$ cat src/design/arxf_rsp_queue.sv
// ----------------------------------------------------------------------------
// arxf_rsp_queue: two-entry result queue
// Holds finished results so the input side keeps going while the output
// side stalls. Ready depends on registered state only.
// ----------------------------------------------------------------------------
module arxf_rsp_queue #(
   parameter int DATA_W = 1
) (
   input  logic              clock,
   input  logic              reset,
   input  logic              in_valid,
   input  logic [DATA_W-1:0] in_data,
   output logic              in_ready,
   output logic              out_valid,
   input  logic              out_ready,
   output logic [DATA_W-1:0] out_data
);

   logic [DATA_W-1:0] mem_ff [2];
   logic              wr_ptr_ff;
   logic              rd_ptr_ff;
   logic [1:0]        count_ff;
   logic [1:0]        count_in;
   logic              push;
   logic              pop;

   assign in_ready  = (count_ff != 2'd2);
   assign out_valid = (count_ff != 2'd0);
   assign out_data  = mem_ff[rd_ptr_ff];
   assign push      = in_valid && in_ready;
   assign pop       = out_valid && out_ready;

   always_comb begin
      count_in = count_ff;
      if (push && !pop) begin
         count_in = count_ff + 2'd1;
      end else if (pop && !push) begin
         count_in = count_ff - 2'd1;
      end
   end

   always_ff @(posedge clock) begin
      if (push) begin
         mem_ff[wr_ptr_ff] <= in_data;
      end
   end

   always_ff @(posedge clock) begin
      if (reset) begin
         wr_ptr_ff <= 1'b0;
         rd_ptr_ff <= 1'b0;
         count_ff  <= 2'd0;
      end else begin
         count_ff <= count_in;
         if (push) begin
            wr_ptr_ff <= ~wr_ptr_ff;
         end
         if (pop) begin
            rd_ptr_ff <= ~rd_ptr_ff;
         end
      end
   end

endmodule

$ cat config.mk
export PLATFORM = sky130hd
export DESIGN_NAME = arxf_rsp_queue
export DESIGN_NICKNAME = d
export VERILOG_FILES = /design/src/design/arxf_rsp_queue.sv
export SDC_FILE = /design/constraint.sdc
export NUM_CORES = 1
export LEC_CHECK = 0
export ABC_AREA = 1
export BUFFER_PORTS_ARGS = -buffer_cell sky130_fd_sc_hd__buf_2
export CORE_AREA = 5 5 42 44
export CTS_CLUSTER_SIZE = 25
export DETAILED_ROUTE_END_ITERATION = 16
export DIE_AREA = 0 0 47 49
export PLACE_DENSITY_LB_ADDON = 0.05
export SYNTH_ARGS = -nofsm -noshare
export SYNTH_HDL_FRONTEND = slang
export SYNTH_SLANG_ARGS = --single-unit
$ cat constraint.sdc
create_clock -name clock -period 2.6 [get_ports clock]
set_clock_uncertainty 0.15 [all_clocks]
set_input_delay 0.52 -clock clock [delete_from_list [all_inputs] [get_ports clock]]
set_output_delay 0.52 -clock clock [all_outputs]
set_load 0.01 [all_outputs]
# Word-level counts from Yosys, hierarchy flattened
# Memories as Yosys holds them, arrays and structs flattened. A register that Yosys moved wholly into a read port is not among the register bits.
# Cells that the tools add are included.
dict set report totals {
  inputBits 5
  out_inout_bits 3
  latchBits 0
  mem_bits_rw 2
  n_memories 1
  elab_cells 23
  register_bits 4
  mem_bits_ro 0
}
dict set report classes {
  eq_ne 1
  n_div 0
  n_mul 0
  reduce_logical 8
  order_cmp 0
  n_bitwise 2
  n_mux 6
  add_sub_neg 2
  n_shift 0
}
# name depth word_bits read_ports rd_clocked_by_memory_dff wr line_no
set memory_table {}
lappend memory_table {mem_ff 2 1 1 1 1 19} ;# logic [DATA_W-1:0] mem_ff [2];
# operator n
set op_table {}
lappend op_table {{1-bit logical AND} 4}
lappend op_table {{1-bit 2-to-1 mux} 4}
lappend op_table {{2-bit 2-to-1 mux} 2}
lappend op_table {{2-bit nonzero test} 2}
lappend op_table {{2-bit by 1-bit adder with 2-bit output (second input constant)} 1}
lappend op_table {{1-bit logical NOT} 2}
lappend op_table {{2-bit != test (second input constant)} 1}
lappend op_table {{1-bit NOT} 2}
lappend op_table {{2-bit by 1-bit subtractor with 2-bit output (second input constant)} 1}

# Depth between registers and ports, before layout
dict set report depth {
  word_depth 6
  depth_mapped 11
  depth_no_buf 11
}

# Worst setup path before layout
# No wires, ideal clock.
dict set report synth_timing {
  path_type {input-to-reg}
  startpoint {in in_valid}
  endpoint {reg count_ff[1]}
  setup_slack_ns 1.166
  cell_stages 8
  arrival_ns 1.220
  setup_ns 0.064
  required_time_ns 2.386
  path_buffers 0
  path_cell_list {nand2_4 -> clkinv_2 -> ha_1 -> inv_1 -> nand3_1 -> nand2_1 -> inv_1 -> nor2_1}
}
dict set report synth_via {
  elab_chain_cells 4
  word_cells_on_any_way 6
  classes_between {1 x mux; 5 x reduce/logical}
}
# item line_no
set synth_lines {}
lappend synth_lines {{from (decl)} 11} ;# input logic in_valid,
lappend synth_lines {{1-bit logical AND (*)} 30} ;# assign push = in_valid && in_ready;
lappend synth_lines {{net push} 24} ;# logic push;
lappend synth_lines {{1-bit logical NOT} 37} ;# end else if (pop && !push) begin
lappend synth_lines {{1-bit logical AND} 37}
lappend synth_lines {{2-bit nonzero test (no source line)} -}
lappend synth_lines {{to (signal assigned)} 54} ;# count_ff <= count_in;
lappend synth_lines {{to (decl)} 22} ;# logic [1:0] count_ff;
# The timed path passes the listed nets; every way through them passes the cells marked *.
# A chain may end at the register's enable or synchronous reset.

==> results.sh <==
export IMPL_run_status="completed"
export IMPL_worstSkewPairLatency_ns=0.25
export IMPL_gp_congestion=0.721
export IMPL_path_cells="mux2_2 > buf_2"
export IMPL_via_count=285
export IMPL_num_rows=14
export IMPL_chipWidth_um=47
export IMPL_power_leakage_nw=0.196
export IMPL_wl_per_cell_um=10.2
export IMPL_min_delay_start="in_data"
export IMPL_cts_max_level=1
export IMPL_antenna_found_initial=0
export IMPL_slowest_stage="mux2_2"
export IMPL_end_kind="output port"
export IMPL_die_y_um=49
export IMPL_required_ns=1.93
export IMPL_wirelength_um=682
export IMPL_cts_root_buffer="clkbuf_4"
export IMPL_max_freq_ghz=0.596
export IMPL_placedCellCount=63
export IMPL_grt_pass1_vias=302
export IMPL_viasPerCell=4.25
export IMPL_syn_num_nets=46
export IMPL_cap_violations=0
export IMPL_p_per_area_nw_per_um2=1100
export IMPL_synthCells=40
export IMPL_synth_warnings=0
export IMPL_grt_overflow_total=0
export IMPL_worst_pin_slew_ns=0.153
export IMPL_synth_distinct_cells=15
export IMPL_layout_common_cells="nor2_1 (7), buf_2 (7), inv_1 (6), nand2_1 (6), dfxtp_1 (5)"
export IMPL_drv_slew=0
export IMPL_dp_hpwl_um=546
export IMPL_stdcell_count=67
export IMPL_max_stage_delay_ns=0.32
export IMPL_hold_viol=0
export IMPL_synth_area_um2=324
export IMPL_worst_hold_slack_ns=0.307
export IMPL_peakVddDrop_v=0.000392
export IMPL_io_pins=8
export IMPL_track_usage=0.0721
export IMPL_drive_gt1_frac=0.314
export IMPL_fin_crit_sh=0.645
export IMPL_drc=0
export IMPL_postPlaceCellArea_um2=379
export IMPL_start_kind="register"
export IMPL_cts_sinks=7
export IMPL_cts_hold_repair_buffers=0
export IMPL_drtIter0Drc=15
export IMPL_r2r_start="count_ff[0]$_SDFFE_PP0P_"
export IMPL_fin_nets=58
export IMPL_postCtsSetupBuffers=0
export IMPL_multi_input_area_um2=133
export IMPL_seqCellArea_um2=160
export IMPL_grt_pass1_wl_um=1120
export IMPL_fin_tns_setup_ns=0
export IMPL_cts_tree="built"
export IMPL_grt_max_degree=6
export IMPL_final_cell_area_um2=405
export IMPL_period_needed_ns=1.68
export IMPL_fillers=164
export IMPL_rsz0062_at_grt="false"
export IMPL_crit_arrival_ns=1.01
export IMPL_ys_ff_latch=7
export IMPL_core_area_um2=1400
export IMPL_clockBufferDepth=2
export IMPL_hold_path_class="input pin to register"
export IMPL_post_route_util=0.289
export IMPL_die_area_um2=2300
export IMPL_dr_pass1_iters=4
export IMPL_drtAntennaViolNets=0
export IMPL_crit_fanout=1
export IMPL_cts_resized_gates=0
export IMPL_n_antenna_cell=0
export IMPL_cts_buffers=3
export IMPL_clk_pin_slew_ns=0.05
export IMPL_slew_headroom=0.897
export IMPL_avgSynthCellArea_um2=8.10
export IMPL_final_setup_viol_count=0
export IMPL_io_buffers=7
export IMPL_ys_seq_area_frac=0.494
export IMPL_initial_core_util=0.231
export IMPL_syn2layout_area_growth_pct=25.1
export IMPL_critPathKind="register to output port"
==> synthesized netlist by cell type <==
cell type  n  area (um^2)
nor2_1     7         26.3
inv_1      6         22.5
nand2_1    6         22.5
dfxtp_1    5          100
a21oi_1    2         10.0
edfxtp_1   2         60.1
nand2_2    2         12.5
nand3_1    2         10.0
o21ai_0    2         10.0
clkinv_2   1         5.00
ha_1       1         12.5
inv_2      1         3.75
mux2_2     1         11.3
nand2_4    1         11.3
nand4_1    1         6.26
==> through the flow <==
stage / worst slack, ns / total power [mW]
finish: 0.923 / 0.445
floorplan: 1.17 / 0.295
global placement: 1.00 / 0.334
global route: 0.866 / 0.481
CTS: 0.905 / 0.452
detailed placement: 0.940 / 0.349
==> metal layers <==
layer  wire, um  GRT usage  vias to the layer above
li1           -          -                      147
met1        277     0.0644                      127
met2        345      0.102                        9
met3         47     0.0590                        2
met4         12     0.0553                        0
met5          0          0                        -
==> layout make-up <==
| cell class | count | share of cell area |
|---|---|---|
| clock buffer | 4 | 0.0648 |
| inverter | 8 | 0.0772 |
| multi-input combinational | 25 | 0.327 |
| sequential | 7 | 0.395 |
| tap | 16 | 0.0494 |
| timing repair buffer | 7 | 0.0864 |
==> worst max-delay path: cells and delay by family (launching register included) <==
family | cells | cell delay [ns]
flops | 1 | 0.31
buf+inv | 1 | 0.14
mux | 1 | 0.32
==> final timing paths <==
kind,endpoint,slack [ns],cells past startpoint
worst max-delay path,out_data,0.92,2
worst min-delay path,mem_ff[1]$_DFFE_PP_,0.31,1
worst max register to register,count_ff[1]$_SDFFE_PP0P_,1.08,10
worst min register to register,rd_ptr_ff$_SDFFE_PP0P_,0.35,2
==> cells by family after synthesis <==
| family | count (synthesis) | synth area share |
|---|---|---|
| AO/OA/AOI/OAI | 4 | 0.0618 |
| adder cells (fa/ha/maj) | 1 | 0.0386 |
| buffers and inverters | 8 | 0.0965 |
| flip-flops | 7 | 0.494 |
| multiplexers | 1 | 0.0347 |
| AND/OR/NAND/NOR | 19 | 0.274 |
==> where the power goes <==
group	total, mW	internal (mW)	switching [mW]
clock	0.0977	0.0585	0.0392
sequential	0.163	0.144	0.0185
combinational	0.184	0.0690	0.115
(Power assumes the default switching activity.)
